==> src/rtl/barp_fifo.sv <==
module barp_fifo #(
  parameter int unsigned WIDTH = 8
) (
  input  logic             clk_i,
  input  logic             rst_ni,
  input  logic             push_i,
  input  logic [WIDTH-1:0] data_i,
  output logic             full_o,
  input  logic             pop_i,
  output logic             empty_o,
  output logic [WIDTH-1:0] data_o
);

  logic [WIDTH-1:0] mem_q [2];
  logic             wr_q, rd_q;
  logic [1:0]       cnt_q;
  logic             do_push, do_pop;

  assign full_o  = cnt_q == 2'd2;
  assign empty_o = cnt_q == 2'd0;
  assign data_o  = mem_q[rd_q];
  assign do_push = push_i && !full_o;
  assign do_pop  = pop_i && !empty_o;

  always_ff @(posedge clk_i) begin
    if (do_push) mem_q[wr_q] <= data_i;
  end

  always_ff @(posedge clk_i or negedge rst_ni) begin
    if (!rst_ni) begin
      wr_q  <= 1'b0;
      rd_q  <= 1'b0;
      cnt_q <= 2'd0;
    end else begin
      if (do_push) wr_q <= ~wr_q;
      if (do_pop) rd_q <= ~rd_q;
      cnt_q <= cnt_q + {1'b0, do_push} - {1'b0, do_pop};
    end
  end

endmodule

==> config.mk <==
export PLATFORM = sky130hd
export DESIGN_NAME = barp_fifo
export DESIGN_NICKNAME = d
export VERILOG_FILES = /design/src/rtl/barp_fifo.sv
export SDC_FILE = /design/constraint.sdc
export NUM_CORES = 1
export LEC_CHECK = 0
export ABC_AREA = 1
export BUFFER_PORTS_ARGS = -buffer_cell sky130_fd_sc_hd__buf_2
export CAP_MARGIN = 20
export CORE_MARGIN = 5
export CORE_UTILIZATION = 44
export DETAILED_ROUTE_END_ITERATION = 8
export PLACE_DENSITY = 0.77
export SKIP_LAST_GASP = 1
export SYNTH_ARGS = -nofsm -noshare
export SYNTH_HDL_FRONTEND = slang
export SYNTH_SLANG_ARGS = --single-unit
==> constraint.sdc <==
create_clock -name clk_i -period 1.4 [get_ports clk_i]
set_clock_uncertainty 0.1 [all_clocks]
set_input_delay 0.21 -clock clk_i [delete_from_list [all_inputs] [get_ports clk_i]]
set_output_delay 0.21 -clock clk_i [all_outputs]
set_load 0.01 [all_outputs]
==> metrics.yaml, run 1 <==
dp_hpwl_microns: 1160
synth-seq-cells: 20
layout_common_cells: "nand2_1 (24), buf_2 (19), edfxtp_1 (16), nand2_2 (12), dlygate4sd3_1 (9)"
rows: 15
reg2reg_slack_ns: -0.06
first_pass_iters: 6
synthCells: 75
intPower_mw: 1.76
power.share.clock_pct: 17.1
timing.final.crit_share_pct: 105
final_hold_viol_count: 0
layout_min_cycle_time_ns: 1.46
grt_pass1_wl_microns: 3030
ir_worst_vdd_uv: 1560
numCtsBuffers: 3
antenna_found_initial: 0
tightest_slew_ns: 0.140
core_area_sq_mm: 0.00176
die_y_microns: 53.5
hold_slack_ns: 0.0647
drv_slew: 0
outcome: "finished with violations"
min_path_type: "primary input to flop"
drive_above_1_share_pct: 52.5
insertion_delay_ns: 0.29
fillers: 117
critical_path_class: "flop to output port"
worstPathRequired_ns: 1.09
cts_max_level: 1
io_buffers: 21
vias: 671
swShare_pct: 35.3
yosysTopAreaCell: "edfxtp_1"
antenna_left: 0
grt_pass1_vias: 728
violations: "setup timing"
drt_iter0_markers: 16
layout.nets: 135
worstReg2RegStart: "cnt_q[1]"
cp.arrival_ns: 1.15
setup_violations: 11
total_power_mw: 2.72
die_w_microns: 53.5
endpoint_kind: "output port"
reg2regPathDepth: 9
drv_cap: 0
fmax_ghz: 0.683
ys_types: 12
p_leak_nw: 0.613
antenna_cells: 0
syn_area_per_cell_sq_um: 11.1
synth_warnings: 0
start_util_pct: 47.1
pwr-share-seq_pct: 34.0
cp_max_fo: 8
setup.worst_path.start_class: "flop"
ys_seq_area_share_pct: 69.9
wl_per_cell_microns: 13.4
power_switching_mw: 0.960
io_pins: 22
cts_tree: "built"
syn_to_final_growth_pct: 56.6
syn_nets: 89
synth_top_area_share_pct: 57.8
relSlewSlack_pct: 90.6
syn_area_sq_um: 831
viasPerCell: 4.63
rr_endpoint: "cnt_q[1]"
min_from: "pop_i"
die-area_sq_mm: 0.00286
final_common_cell: "nand2_1"
hold_path_end: "rd_q"
ys_top_cells_by_area: "edfxtp_1 (58%), nand2_1 (16%), dfrtp_1 (12%)"
drcViolationCount: 0
hold_path_depth: 3
root_buffer: "clkbuf_4"
grt.overflow.total: 0
clk_path_buf_depth: 2
cts_sinks: 20
rsz0062_at_grt: "true"
grt_max_degree: 13
grt.total_usage_pct: 15.2
wl_microns: 1950
finalWorstSetupSlack_ns: -0.0649
cts.reportedPaths.clkPinSlew_ns: 0.11
comb_power_share_pct: 49.0
powerDensity_mw_per_mm2: 2090
gp_congestion: 0.722
[timing repair]
action / in CTS / in global routing
setup endpoints to repair: 20 / 20
pin swaps: 7 / 15
endpoints found under the hold margin: 20 / 0
buffers inserted: 3 / 1
hold buffers: 9 / 0
resized for setup: 16 / 17
[flip-flops by register name, indices dropped and copies added, names as in the netlist]
signal  cells
mem_q      16
rd_q        1
cnt_q       2
wr_q        1
[synth_stat cells]
master / n
nand3_1: 2
buf_6: 1
nand2_1: 35
nand3_2: 1
dfrtp_1: 4
inv_2: 1
clkinv_4: 1
ha_1: 2
edfxtp_1: 16
nand2_2: 2
inv_1: 9
nor2_1: 1
[area by class of cell]
class | count | area [sq um] | share of cell area (%)
timing repair buffer | 42 | 324 | 24.9
clock inverter | 1 | 30.0 | 2.31
sequential | 20 | 582 | 44.7
clock buffer | 3 | 22.5 | 1.73
inverter | 11 | 48.8 | 3.75
multi-input combinational | 43 | 263 | 20.2
tap | 25 | 31.3 | 2.40
[critical path: stages, from the launching register on]
cell and delay, ns:
dfrtp_2 0.46, buf_8 0.16, nand2_2 0.05, nand2_1 0.05, buf_2 0.14
[cell families (layout without fill, tap and decap cells)]
| group | Yosys count | after routing | share of synthesized area [%] |
|---|---|---|---|
| and+or+nand+nor | 41 | 41 | 20.2 |
| DFF | 20 | 20 | 69.9 |
| buffers and inverters | 12 | 57 | 6.93 |
| adders and majority gates | 2 | 2 | 3.01 |
[metal layers]
| metal | share of wire, % | GRT usage (%) | up-vias |
|---|---|---|---|
| met5 | 0 | 0 | - |
| met3 | 5.6 | 2.54 | 7 |
| met2 | 56 | 28.8 | 26 |
| met1 | 36 | 16.1 | 310 |
| li1 | - | - | 328 |
| met4 | 2.2 | 6.38 | 0 |
[power groups by stage]
| stage | registers [mW] | clock network (mW) | logic [mW] |
|---|---|---|---|
| after floorplan | 0.887 | 0 | 0.545 |
| after global placement | 0.904 | 0 | 0.872 |
| after detailed placement | 0.915 | 0 | 0.900 |
| after CTS | 0.906 | 0.470 | 1.15 |
| after global routing | 0.935 | 0.496 | 1.47 |
| final | 0.924 | 0.464 | 1.33 |
[how the worst max path moves through the flow]
stage	depth (start not counted)	slack (ns)	start	end
6_report	4	-0.06	rd_q	data_o[0]
5_1_grt	10	-0.13	cnt_q[1]	cnt_q[1]
3_3_place_gp	9	0.004	cnt_q[0]	cnt_q[1]
2_1_floorplan	3	-0.00004	cnt_q[1]	mem_q[1][0]
3_5_place_dp	9	-0.05	cnt_q[0]	cnt_q[1]
4_1_cts	4	-0.06	rd_q	data_o[5]
[stage by stage]
step	cell area, sq um	std cells	setup WS, ns	util, %	setup TNS [ns]
after floorplan	831	75	-0.0000372	-	-0.000298
after global placement	1020	128	0.00360	57.6	0
after detailed placement	1020	128	-0.0544	57.6	-0.0697
after CTS	1240	144	-0.0565	70.2	-0.522
after global routing	1300	145	-0.130	73.8	-1.49
final	1300	145	-0.0649	73.8	-0.497
Note: power is estimated with default switching activity, not from simulation.
==> inputs of run 2 (changes only) <==
ABC_AREA = unset   (was 1)
GPL_ROUTABILITY_DRIVEN = 0   (was unset)
PLACE_DENSITY = 0.78   (was 0.77)
SLEW_MARGIN = 20   (was unset)
==> run 2 against run 1 <==
Effect of this change:
- the flow still finishes with violations (setup timing)
- sequential cell count unchanged
- clock power shrank 42%
- setup slack worse by 0.13 ns
- critical path depth decreased by 1
- final cell count shrank 23%
- via count shrank 27%
- non-clock buffer count fell by 1
- register-to-register slack got worse by 0.09 ns
- sequential share of layout area is 1.2 points higher
- critical path type unchanged
- highest routed layer unchanged
==> metrics.yaml, run 2 <==
synth_most_common_cell: "edfxtp_1"  # was nand2_1
syn_nets: 57  # was 89
antenna_cells: 0  # unchanged
reg_top3: "mem_q (16), cnt_q (2)"  # unchanged
finalWorstSetupSlack_ns: -0.190  # was -0.0649 ns
drv_slew: 0  # unchanged
rows: 15  # unchanged
fin_cells: 112  # was 145
tightest_slew_ns: 0.182  # was 0.140 ns
grt.overflow.total: 0  # unchanged
synth_top_area_share_pct: 61.9  # was 57.8%
drive_above_1_share_pct: 64.4  # was 52.5%
viasPerCell: 4.38  # was 4.63
cts_max_level: 1  # unchanged
cts_sinks: 20  # unchanged
io_pins: 22  # unchanged
multi_input_area_sq_um: 262  # was 263 sq um
largest_register_ffs: 16  # unchanged
wl_microns: 1480  # was 1950 microns
place_area_sq_um: 973  # was 0.00102 sq mm
layout_common_cells: "edfxtp_1 (16), buf_6 (16), buf_2 (12), dlygate4sd3_1 (9), mux2_2 (5)"  # was nand2_1 (24), buf_2 (19), edfxtp_1 (16), nand2_2 (12), dlygate4sd3_1 (9)
synth_ff_type: "edfxtp_1"  # unchanged
ys_seq_area_share_pct: 74.8  # was 69.9%
insertion_delay_ns: 0.29  # about the same
grt_max_degree: 12  # was 13
vias: 490  # was 671
drv_cap: 0  # unchanged
ys_top_cells_by_area: "edfxtp_1 (62%), dfrtp_1 (13%), mux2_2 (12%)"  # was edfxtp_1 (58%), nand2_1 (16%), dfrtp_1 (12%)
netlist_top_cells_count: "edfxtp_1 (16), mux2_2 (8), dfrtp_1 (4), xnor2_1 (3)"  # was nand2_1 (35), edfxtp_1 (16), inv_1 (9), dfrtp_1 (4)
layout_min_cycle_time_ns: 1.59  # was 1.46 ns
ys_types: 13  # was 12
violations: "setup timing"  # unchanged
place_inst: 93  # was 128
rsz0062_at_grt: "true"  # unchanged
outcome: "finished with violations"  # unchanged
start_util_pct: 45.4  # was 47.1%
setup_violations: 18  # was 11
antenna_found_initial: 0  # unchanged
timing.final.crit_share_pct: 114  # was 105%
syn_area_per_cell_sq_um: 18.0  # was 11.1 sq um
synth_warnings: 0  # unchanged
cts_tree: "built"  # unchanged
drcViolationCount: 0  # unchanged
die_y_microns: 52.0  # was 53.5 microns
die-area_sq_mm: 0.00270  # was 0.00286 sq mm
cp-startpoint: "rd_q"  # unchanged
syn_to_final_growth_pct: 63.7  # was 56.6%
endpoint_kind: "output port"  # unchanged
cp.arrival_ns: 1.28  # was 1.15 ns
min_path_type: "primary input to async pin"  # was primary input to flop
relSlewSlack_pct: 87.8  # was 90.6%
first_pass_iters: 2  # was 6
syn_area_sq_um: 776  # was 831 sq um
synth_edf_count: 16  # unchanged
yosysTopAreaCell: "edfxtp_1"  # unchanged
layout.nets: 102  # was 135
setup.worst_path.start_class: "flop"  # unchanged
fmax_ghz: 0.629  # was 0.683 GHz
cp_max_fo: 4  # was 8
io_buffers: 21  # unchanged
synth-seq-cells: 20  # unchanged
grt_pass1_wl_microns: 2550  # was 3030 microns
final-seq-area_sq_um: 583  # was 582 sq um
antenna_left: 0  # unchanged
die_w_microns: 52.0  # was 53.5 microns
root_buffer: "clkbuf_4"  # unchanged
ir_worst_vdd_uv: 1410  # was 1560 uV
cts.reportedPaths.clkPinSlew_ns: 0.10  # was 0.11 ns
powerDensity_mw_per_mm2: 1980  # was 2090 mW/mm^2
critical_path_class: "flop to output port"  # unchanged
synthCells: 43  # was 75
wl_per_cell_microns: 13.2  # was 13.4 microns
core_area_sq_mm: 0.00171  # was 0.00176 sq mm
async_flop_share_pct: 20.0  # unchanged
clk_path_buf_depth: 2  # unchanged
grt.total_usage_pct: 13.1  # was 15.2%
regMostFlops: "mem_q"  # unchanged
worstPathRequired_ns: 1.09  # about the same
fillers: 108  # was 117
final_hold_viol_count: 0  # unchanged
dp_hpwl_microns: 909  # was 1160 microns
place_ws_ns: -0.198  # was -0.0544 ns
worstReg2RegStart: "cnt_q[0]"  # was cnt_q[1]
grt_pass1_vias: 580  # was 728
drt_iter0_markers: 4  # was 16
final_area_sq_mm: 0.00127  # was 0.00130 sq mm
numCtsBuffers: 3  # unchanged
p_leak_nw: 0.522  # was 0.613 nW
run 2: cell types whose count changed in the layout (fill, tap and decap cells not counted), sizes merged:
cell / change
nand2: -36
inv: -8
mux2: +8
nand3: -3
xnor2: +3
and3: +1
buf: -1
bufinv: -1
nand2b: +1
nor2: +1
nor2b: +1
xor2: +1
run 2: cell families (layout without fill, tap and decap cells):
kind of cell             Yosys count  in the layout  share of synthesized area, %
buffers and inverters              3             47                          1.61
multiplexers                       8              8                          11.6
flip-flops                        20             20                          74.8
AND/OR/NAND/NOR                    6              6                          4.19
XOR/XNOR                           4              4                          4.52
adder cells (fa/ha/maj)            2              2                          3.23
run 2: report_power, final:
group	switching, mW	internal, mW	total [mW]	leakage [nW]
Clock	0.165	0.104	0.268	0.0154
Sequential	0.108	0.838	0.946	0.193
Combinational	0.498	0.804	1.30	0.314
run 2: worst paths after layout:
path / to / slack (ns) / cells after the start
min in group clk_i: wr_q / 0.22 / 4
max: data_o[4] / -0.19 / 3
min reg2reg: cnt_q[1] / 0.46 / 1
max reg2reg: cnt_q[1] / -0.15 / 7
min: wr_q / 0.14 / 2
max in group asynchronous: cnt_q[1] / 0.93 / 2
run 2: worst max-delay path, stage by stage, from the launching register on:
cell and delay (ns):
dfrtp_2 0.44, buf_6 0.14, mux2_4 0.30, buf_6 0.12
run 2: final cells by class:
class	instances	area share, %
flip-flops and latches	20	45.9
multi-input cells	20	20.6
inverters	2	0.591
repair buffers	41	28.4
clock inverters	1	0.296
well taps	25	2.46
clock buffers	3	1.77
run 2: what timing repair did:
item                                   4_1_cts  5_1_grt
setup endpoints to repair                   23       26
hold buffers                                 7        2
gates resized for setup                     22        8
setup buffers                                7        0
pin swaps                                    6        1
gates cloned                                 0        0
endpoints found under the hold margin       15        4
run 2: stage by stage:
step	power, mW	TNS, ns	utilization, %	hold WS, ns
6_report	2.52	-1.72	74.4	0.137
3_5_place_dp	1.74	-0.667	57.0	-0.0778
4_1_cts	2.43	-1.75	71.5	0.000224
2_1_floorplan	1.44	-0.150	-	-0.186
5_1_grt	2.68	-2.66	74.4	0.141
3_3_place_gp	1.71	-0.201	57.0	-0.0764
run 2: routing by layer:
layer	global-route usage (%)	up-vias	part of all wire, %
met5	0	-	0
met1	15.4	237	41
met3	1.15	2	2.1
met4	7.86	0	0.47
li1	-	242	-
met2	22.8	9	56
