--- config.mk ---
export PLATFORM = sky130hd
export DESIGN_NAME = barp_front
export DESIGN_NICKNAME = d
export VERILOG_FILES = /design/src/rtl/barp_pkg.sv /design/src/rtl/barp_front.sv
export SDC_FILE = /design/constraint.sdc
export NUM_CORES = 1
export LEC_CHECK = 0
export BUFFER_PORTS_ARGS = -buffer_cell sky130_fd_sc_hd__buf_4
export CORE_MARGIN = 5
export CORE_UTILIZATION = 47
export CTS_CLUSTER_DIAMETER = 200
export CTS_CLUSTER_SIZE = 25
export DETAILED_ROUTE_END_ITERATION = 12
export GPL_TIMING_DRIVEN = 0
export PLACE_DENSITY = 0.93
export SLEW_MARGIN = 20
export SYNTH_ARGS = -nofsm -noshare
export SYNTH_HDL_FRONTEND = slang
export SYNTH_SLANG_ARGS = --single-unit
--- constraint.sdc ---
create_clock -name clk_i -period 3.2 [get_ports clk_i]
set_input_delay 0.32 -clock clk_i [delete_from_list [all_inputs] [get_ports clk_i]]
set_output_delay 0.32 -clock clk_i [all_outputs]
set_load 0.02 [all_outputs]
--- src/rtl/barp_pkg.sv ---
package barp_pkg;

  localparam int unsigned CfgIdxW = 8;
  localparam int unsigned CfgW    = 16;

  localparam logic [CfgIdxW-1:0] CFG_BLOCK_SIZE    = 8'd0;
  localparam logic [CfgIdxW-1:0] CFG_SEGMENT_COUNT = 8'd1;

  typedef enum logic [2:0] {
    ST_OK         = 3'd0,
    ST_BLOCK_ZERO = 3'd1,
    ST_COUNT_ZERO = 3'd2,
    ST_END_BEFORE = 3'd3,
    ST_NOT_DIV    = 3'd4
  } status_e;

endpackage

--- src/rtl/barp_front.sv ---
module barp_front #(
  parameter int unsigned INDEX_BITS = 31
) (
  input  logic                              clk_i,
  input  logic                              rst_ni,
  input  logic                              cfg_valid_i,
  output logic                              cfg_ready_o,
  input  logic [barp_pkg::CfgIdxW-1:0]      cfg_index_i,
  input  logic [barp_pkg::CfgW-1:0]         cfg_data_i,
  input  logic [INDEX_BITS-1:0]             range_start_i,
  input  logic [INDEX_BITS-1:0]             range_end_i,
  output barp_pkg::status_e                 status_o,
  output logic [INDEX_BITS-1:0]             total_o,
  output logic [barp_pkg::CfgW-1:0]         block_size_o,
  output logic [barp_pkg::CfgW-1:0]         segment_count_o
);

  logic [barp_pkg::CfgW-1:0] block_size_q, block_size_d;
  logic [barp_pkg::CfgW-1:0] segment_count_q, segment_count_d;

  assign cfg_ready_o = 1'b1;

  always_comb begin
    block_size_d    = block_size_q;
    segment_count_d = segment_count_q;
    if (cfg_valid_i) begin
      if (cfg_index_i == barp_pkg::CFG_BLOCK_SIZE) block_size_d = cfg_data_i;
      if (cfg_index_i == barp_pkg::CFG_SEGMENT_COUNT) segment_count_d = cfg_data_i;
    end
  end

  always_ff @(posedge clk_i or negedge rst_ni) begin
    if (!rst_ni) begin
      block_size_q    <= barp_pkg::CfgW'(1);
      segment_count_q <= barp_pkg::CfgW'(1);
    end else begin
      block_size_q    <= block_size_d;
      segment_count_q <= segment_count_d;
    end
  end

  always_comb begin
    priority if (block_size_q == '0) status_o = barp_pkg::ST_BLOCK_ZERO;
    else if (segment_count_q == '0) status_o = barp_pkg::ST_COUNT_ZERO;
    else if (range_end_i < range_start_i) status_o = barp_pkg::ST_END_BEFORE;
    else status_o = barp_pkg::ST_OK;
  end

  assign total_o         = range_end_i - range_start_i;
  assign block_size_o    = block_size_q;
  assign segment_count_o = segment_count_q;

endmodule

==> impl_metrics.toml, run 1 <==
[worst_setup_path]
reg2reg_slack_ns = 2.36
crit_type = "in -> out"
crit_path_end = "total_o[28]"
r2r_start = "block_size_o[14]"
cp.depth = 12
r2r_end = "block_size_o[14]"
critPathLaunchType = "primary input"
worst-path-max-fanout = 4
critPathBufInv = 2
path_cells = "buf_4, ha_1, fa_1, nor2b_2, o31a_2, nand4_1, a31oi_2, o21ai_1, a31oi_2, nor3_1, a311o_1, buf_4"
worst_path_max_delay_cell = "fa_1"
crit_start = "range_start_i[0]"
cp_top_family = "compound AO/OA/AOI/OAI gates"
end_kind = "output pin"
worstPathArrival_ns = 2.84
critPathMaxStageDelay_ns = 0.42
critPathRequiredTime_ns = 2.88
rr_worst_depth = 1

[logic_synthesis]
synth_seq_cells = 32
synth_area_mm2 = 0.00314
synth_cell_types = 55
yosys.area.top_type = "dfrtp_1"
synth_cells = 358
synth-main-ff-cell = "dfrtp_1"
synth-warning-count = 0
avgSynthCellArea_um2 = 8.78
synth_top_cell_area_share_pct = 23.9
yosys-top-cells-area = "dfrtp_1 24%, ha_1 12%, mux2_2 11%"
synth-edff-count = 0
ys_seq_area_share_pct = 25.6
async_flop_share_pct = 100
syn_nets = 479

[layout]
antenna_cells = 0
stdcell_count = 599
multiInputGateArea_mm2 = 0.00211
fill_cells = 503
syn_to_final_growth_pct = 43.6
fin_nets = 642
drive_above_1_share_pct = 41.6
layout.area.seq_um2 = 803

[drt]
first_pass_iters = 4
totalWireLength_mm = 10.0
vias = 3372
drt_first_iter_violations = 147
vias_per_cell = 5.63
routedWlPerCell_um = 16.7
remaining_drc_errors = 0
antenna_left = 0

[timing]
holdWs_ns = 0.269
final_hold_viol_count = 0
maxSlewViolCount = 0
worst_slew_pin_slew_ns = 0.598
period_needed_ns = 3.16
setup_viol = 0
period_share_pct = 98.7
clock_skew_ns = 0
slew_headroom_pct = 60.1
fmax_mhz = 317
timing.setup.tns_ns = 0

[placement]
gp_congestion = 0.928
dp.cells = 588
hpwl_mm = 8.22
port-buffer-count = 153

[cts]
cts-root-buf = "clkbuf_8"
clk_pin_slew_ns = 0.06
cts_buffers = 5
clkSinkCount = 32
htree_levels = 2
cts_tree = "done"
cts_buffer_depth = 2
clk_latency_ns = 0.29

[grt]
overflow = 0
grt_pass1_vias = 3349
antenna_found_initial = 0
grt_pass1_wl_mm = 15.8
track_usage_pct = 22.7
grt_max_degree = 33

[floorplan]
start_util_pct = 48.9
die_area_mm2 = 0.00842
die_y_um = 91.8
die_x_um = 91.8
floorplan.rows = 29
core_mm2 = 0.00642
ios = 156

[power]
ir_drop_mv = 0.348
power.leakage_uw = 0.00247
powerDensity_mw_per_mm2 = 364

[outcome]
status = "completed"

[min_path]
hold_class = "in -> reg"

[flow_run]
maxCapViolations = 0
==> flip-flops by register name, summed over array words and instances (netlist names) <==
signal and cells:
block_size_o 16, segment_count_o 16
==> worst min-delay path by stage <==
stage / start / end / slack [ns] / cells after the start
finish: cfg_data_i[13] / segment_count_o[13] / 0.27 / 2
global route: cfg_data_i[0] / segment_count_o[0] / 0.27 / 2
CTS: cfg_data_i[1] / segment_count_o[1] / 0.26 / 2
detailed placement: rst_ni / segment_count_o[7] / 0.27 / 1
global placement: rst_ni / segment_count_o[7] / 0.27 / 1
floorplan: rst_ni / block_size_o[10] / 0.02 / 0
==> synth_stat cells, types with 3 or more instances <==
| master | number |
|---|---|
| a21o_1 | 17 |
| a21oi_1 | 32 |
| a31oi_1 | 7 |
| buf_2 | 4 |
| clkbuf_1 | 5 |
| dfrtp_1 | 30 |
| ha_1 | 31 |
| inv_1 | 45 |
| mux2_2 | 32 |
| nand2_1 | 13 |
| nand3_1 | 8 |
| nand4_1 | 6 |
| nor2_1 | 16 |
| nor2b_1 | 3 |
| nor3_1 | 4 |
| nor4_1 | 9 |
| o21a_1 | 8 |
| o21ai_0 | 12 |
| o21bai_1 | 5 |
| xnor2_1 | 19 |
| xor2_1 | 6 |
==> metal layers <==
metal,track usage [%],vias up,part of all wire [%]
li1,-,1616,-
met2,42.2,154,51
met3,6.96,25,9.6
met1,24.3,1577,37
met4,7.55,0,2.5
met5,0,-,0
==> timing repair <==
action | CTS | global route
buffers inserted | 0 | 2
hold buffers | 1 | 0
endpoints found under the hold margin | 30 | 0
gates resized for setup | 0 | 2
setup endpoints to repair | 0 | 1
==> metrics by stage <==
stage / utilization [%] / worst slack (ns) / total power, uW / instance area (um^2)
floorplan: - / 0.547 / 959 / 3140
global placement: 68.3 / 0.212 / 1300 / 4390
detailed placement: 68.3 / 0.180 / 1320 / 4390
CTS: 69.9 / 0.173 / 1640 / 4490
global route: 70.2 / -0.0890 / 1740 / 4510
finish: 70.2 / 0.0421 / 1640 / 4510
==> kinds of logic after synthesis <==
| logic type | synth area share [%] |
|---|---|
| AOI/OAI and AO/OA | 24.0 |
| and+or+nand+nor | 11.0 |
| buffers and inverters | 7.45 |
| muxes | 11.8 |
| adders and majority gates | 13.0 |
| DFF | 25.6 |
| xor gates and xnor gates | 6.97 |
| other | 0.239 |
==> cell type report <==
type / count / share of cell area [%]
inverters: 45 / 3.74
flip-flops and latches: 32 / 17.8
repair buffers: 156 / 26.0
well taps: 77 / 2.14
clock buffers: 8 / 2.00
plain buffers: 12 / 1.44
multi-input cells: 269 / 46.9
==> cell usage in the layout, fill, tap and decap left out, types with 4 or more instances in the layout <==
cell type / synthesis / final
o21bai_1: 5 / 5
buf_2: 4 / 4
nand4_1: 6 / 6
xnor2_1: 19 / 19
clkbuf_1: 5 / 7
inv_1: 45 / 45
o21ai_0: 12 / 12
mux2_2: 32 / 32
nor3_1: 4 / 4
nor4_1: 9 / 9
nand3_1: 8 / 8
o21a_1: 8 / 8
a21oi_1: 32 / 32
xor2_1: 6 / 6
buf_4: 2 / 157
ha_1: 31 / 31
a31oi_1: 7 / 6
nand2_1: 13 / 13
a21o_1: 17 / 17
nor2_1: 16 / 16
dfrtp_1: 30 / 30
clkbuf_8: 0 / 6
==> report_power, final <==
part / switching (uW) / internal [uW]
Combinational: 479 / 404
Sequential: 17.0 / 425
Clock: 144 / 175
Total: 640 / 1000
(Power assumes the default switching activity.)
==> run 2, diff against run 1 <==
--- a/config.mk
+++ b/config.mk
@@ -6,6 +6,7 @@
 export NUM_CORES = 1
 export LEC_CHECK = 0
 export BUFFER_PORTS_ARGS = -buffer_cell sky130_fd_sc_hd__buf_4
+export CORE_ASPECT_RATIO = 0.7
 export CORE_MARGIN = 5
 export CORE_UTILIZATION = 47
 export CTS_CLUSTER_DIAMETER = 200
==> constraint.sdc (replaced) <==
create_clock -name clk_i -period 3.2 [get_ports clk_i]
set_input_delay 0.48 -clock clk_i [delete_from_list [all_inputs] [get_ports clk_i]]
set_output_delay 0.48 -clock clk_i [all_outputs]
set_load 0.02 [all_outputs]
==> impl_metrics.toml, run 2 (synthesized netlist as in run 1, its figures left out) <==
[outcome]
status = "completed"

[layout]
drive_above_1_share_pct = 46.2
syn_to_final_growth_pct = 49.1
layout_commonest_cell = "buf_4"
final_cell_mix = "161 x buf_4, 43 x inv_1, 32 x mux2_2"
antenna_cells = 0
multiInputGateArea_mm2 = 0.00222
utilization_pct = 73.6
fill_cells = 465
stdcell_count = 617
layout.area.seq_um2 = 803
fin_nets = 646

[cts]
clkSinkCount = 32
cts_buffers = 5
cts-root-buf = "clkbuf_8"
cts_tree = "done"
clk_latency_ns = 0.29
holdBufCountCts = 0
clk_pin_slew_ns = 0.07
cts_buffer_depth = 2
htree_levels = 2

[floorplan]
core_mm2 = 0.00637
die_area_mm2 = 0.00845
ios = 156
die_y_um = 78.4
floorplan.rows = 24
start_util_pct = 49.4
die_x_um = 108

[worst_setup_path]
critPathRequiredTime_ns = 2.72
worst-path-max-fanout = 2
critPathBufInv = 2
cp_top_family = "compound AO/OA/AOI/OAI gates"
crit_type = "in -> out"
worst_path_max_delay_cell = "fa_2"
end_kind = "output pin"
path_cells = "buf_4, ha_4, fa_2, nor2b_2, o31a_2, nand4_1, a31oi_2, o21ai_2, a31oi_4, nor3_2, a311o_1, buf_6"
worstPathArrival_ns = 2.65
critPathLaunchType = "primary input"
critPathMaxStageDelay_ns = 0.35

[power]
total_power_uw = 1740
powerDensity_mw_per_mm2 = 372
ir_drop_mv = 0.343
power.leakage_uw = 0.00250

[timing]
holdWs_ns = 0.115
worst_slew_pin_slew_ns = 0.617
setup_viol = 0
period_needed_ns = 3.13
slew_headroom_pct = 58.7
fmax_mhz = 319
clock_skew_ns = 0
final_hold_viol_count = 0
setup_slack_ns = 0.0696
period_share_pct = 97.8
maxSlewViolCount = 0

[drt]
first_pass_iters = 6
antenna_left = 0
remaining_drc_errors = 0
vias = 3397
vias_per_cell = 5.51
routedWlPerCell_um = 16.6
drt_first_iter_violations = 125
totalWireLength_mm = 10.3

[placement]
hpwl_mm = 8.07
place_worst_setup_slack_ns = -0.185
port-buffer-count = 153
gp_congestion = 0.913
dp.cells = 602

[grt]
antenna_found_initial = 0
grt_pass1_vias = 3367
grt_max_degree = 33
grt_pass1_wl_mm = 15.6
track_usage_pct = 22.4
overflow = 0

[flow_run]
maxCapViolations = 0

[min_path]
hold_class = "in -> async"
[run 2: stage by stage]
| step | TNS (ns) | cell area [um^2] |
|---|---|---|
| floorplan | 0 | 3140 |
| global placement | -0.124 | 4400 |
| detailed placement | -0.311 | 4400 |
| CTS | 0 | 4590 |
| global route | -0.0997 | 4690 |
| finish | 0 | 4690 |
[run 2: power breakdown]
| part | switching (uW) | leakage, uW | internal, uW |
|---|---|---|---|
| Clock | 152 | 0.0000541 | 230 |
| Combinational | 495 | 0.00201 | 423 |
| Sequential | 17.6 | 0.000434 | 425 |
[run 2: layer usage]
| layer | GRT usage, % | wire (um) | up-vias |
|---|---|---|---|
| met1 | 26.8 | 3980 | 1594 |
| li1 | - | - | 1615 |
| met3 | 6.07 | 916 | 22 |
| met4 | 5.80 | 214 | 0 |
| met5 | 0 | 0 | - |
| met2 | 39.8 | 5140 | 166 |
[run 2: what timing repair did]
action / 4_1_cts / 5_1_grt
pin swaps: 11 / 18
buffers inserted: 6 / 3
setup endpoints to repair: 4 / 10
endpoints found under the hold margin: 0 / 0
resized for setup: 12 / 16
[run 2: cell type report]
class                      count  area share (%)
clock inverter                 3           0.908
sequential                    32            17.1
multi-input combinational    269            47.3
tap                           91            2.43
timing repair buffer         160            25.7
inverter                      45            3.60
buffer                        12            1.39
clock buffer                   5            1.47
[run 2: worst paths after layout]
check                                         start                  end  slack, ns  cells past startpoint
worst max register to register   segment_count_o[5]   segment_count_o[5]       2.39                      1
worst min register to register  segment_count_o[12]  segment_count_o[12]       0.55                      1
min in group clk_i                   cfg_data_i[15]  segment_count_o[15]       0.43                      2
max in group asynchronous                    rst_ni   segment_count_o[0]       2.77                      1
worst max-delay path               range_start_i[0]          total_o[28]       0.07                     12
worst min-delay path                         rst_ni      block_size_o[1]       0.11                      1
==> run 3, diff against run 2 <==
--- a/config.mk
+++ b/config.mk
@@ -8,12 +8,12 @@
 export BUFFER_PORTS_ARGS = -buffer_cell sky130_fd_sc_hd__buf_4
 export CORE_ASPECT_RATIO = 0.7
 export CORE_MARGIN = 5
-export CORE_UTILIZATION = 47
+export CORE_UTILIZATION = 40
 export CTS_CLUSTER_DIAMETER = 200
 export CTS_CLUSTER_SIZE = 25
 export DETAILED_ROUTE_END_ITERATION = 12
 export GPL_TIMING_DRIVEN = 0
-export PLACE_DENSITY = 0.93
+export PLACE_DENSITY = 0.82
 export SLEW_MARGIN = 20
 export SYNTH_ARGS = -nofsm -noshare
 export SYNTH_HDL_FRONTEND = slang
==> impl_metrics.toml, run 3 (synthesized netlist as in run 1, its figures left out) <==
[worst_setup_path]
critPathMaxStageDelay_ns = 0.32
worst-path-max-fanout = 6
critPathBufInv = 4
r2r_start = "segment_count_o[2]"
reg2reg_slack_ns = 2.39
worstPathArrival_ns = 2.67
cp_top_family = "compound AO/OA/AOI/OAI gates"
r2r_end = "segment_count_o[2]"
path_common_cell = "buf_4"
crit_type = "in -> out"
worst_path_max_delay_cell = "a311o_1"
rr_worst_depth = 1
critPathLaunchType = "primary input"
path_cells = "buf_4, inv_2, ha_4, a21o_1, a31o_1, a2bb2oi_2, a31oi_2, o21ai_2, a31oi_4, buf_4, a311o_1, buf_6"
end_kind = "output pin"
critPathRequiredTime_ns = 2.72

[cts]
cts-root-buf = "clkbuf_16"
cts_buffer_depth = 2
clk_latency_ns = 0.27
holdBufCountCts = 0
clkSinkCount = 32
cts_buffers = 5
clk_pin_slew_ns = 0.05
cts_tree = "done"
htree_levels = 2

[floorplan]
floorplan.rows = 27
start_util_pct = 40.4
ios = 156
core_mm2 = 0.00777
die_area_mm2 = 0.00976
die_y_um = 84.2
die_x_um = 116

[layout]
fin_nets = 657
stdcell_count = 638
utilization_pct = 63.0
final_cell_mix = "172 x buf_4, 43 x inv_1, 32 x mux2_2"
antenna_cells = 0
syn_to_final_growth_pct = 55.7
layout_commonest_cell = "buf_4"
drive_above_1_share_pct = 46.6

[grt]
grt_pass1_vias = 3402
overflow = 0
grt_pass1_wl_mm = 15.8
grt_max_degree = 33
track_usage_pct = 19.4
antenna_found_initial = 0

[timing]
setup_slack_ns = 0.0491
fmax_mhz = 317
final_hold_viol_count = 0
worst_slew_pin_slew_ns = 0.613
rsz0062_at_grt = "yes"
clock_skew_ns = 0
maxSlewViolCount = 0
slew_headroom_pct = 59.0
period_needed_ns = 3.15
setup_viol = 0
period_share_pct = 98.5
holdWs_ns = 0.134

[drt]
routedWlPerCell_um = 16.0
drt_first_iter_violations = 147
remaining_drc_errors = 0
first_pass_iters = 4
antenna_left = 0
vias = 3399
vias_per_cell = 5.33
totalWireLength_mm = 10.2

[min_path]
hold_class = "in -> async"

[power]
powerDensity_mw_per_mm2 = 401
ir_drop_mv = 0.463
total_power_uw = 1960
power.leakage_uw = 0.00261

[placement]
dp.cells = 612
gp_congestion = 0.851
port-buffer-count = 153
hpwl_mm = 7.81
place_worst_setup_slack_ns = -0.157

[flow_run]
maxCapViolations = 0

[outcome]
status = "completed"
-- run 3: final cells by class --
cell class                 instances  area [um^2]
buffer                            12         65.1
clock buffer                       7          153
clock inverter                     1         30.0
fill                             645         2880
inverter                          45          169
multi-input combinational        269         2260
sequential                        32          803
tap                              101          126
timing repair buffer             171         1290
-- run 3: through the flow --
step           TNS (ns)  area (um^2)
6_report              0         4890
5_1_grt          -0.237         4890
4_1_cts               0         4710
3_5_place_dp     -0.298         4420
3_3_place_gp     -0.149         4420
2_1_floorplan         0         3140
-- run 3: timing repair --
action,4_1_cts,5_1_grt
buffers inserted,12,6
gates resized for setup,8,24
pin swaps,7,19
endpoints found under the setup margin,4,13
-- run 3: power breakdown --
| part | total (uW) | switching [uW] | internal, uW |
|---|---|---|---|
| Combinational | 948 | 504 | 444 |
| Clock | 573 | 164 | 409 |
| Sequential | 443 | 16.9 | 426 |
| Total | 1960 | 684 | 1280 |
-- run 3: worst max path at each step --
stage,from,end,cells past startpoint
after floorplan,range_end_i[0],total_o[26],11
after global placement,range_start_i[0],total_o[28],12
after detailed placement,range_start_i[0],total_o[28],12
after CTS,range_start_i[18],total_o[29],12
after global routing,range_start_i[6],total_o[28],12
final,range_start_i[6],total_o[28],12
-- run 3: layer usage --
metal,global-route usage (%),wire length (um),vias to the layer above
li1,-,-,1644
met1,24.6,4190,1566
met2,32.8,4800,162
met3,4.90,973,27
met4,4.85,245,0
met5,0,0,-
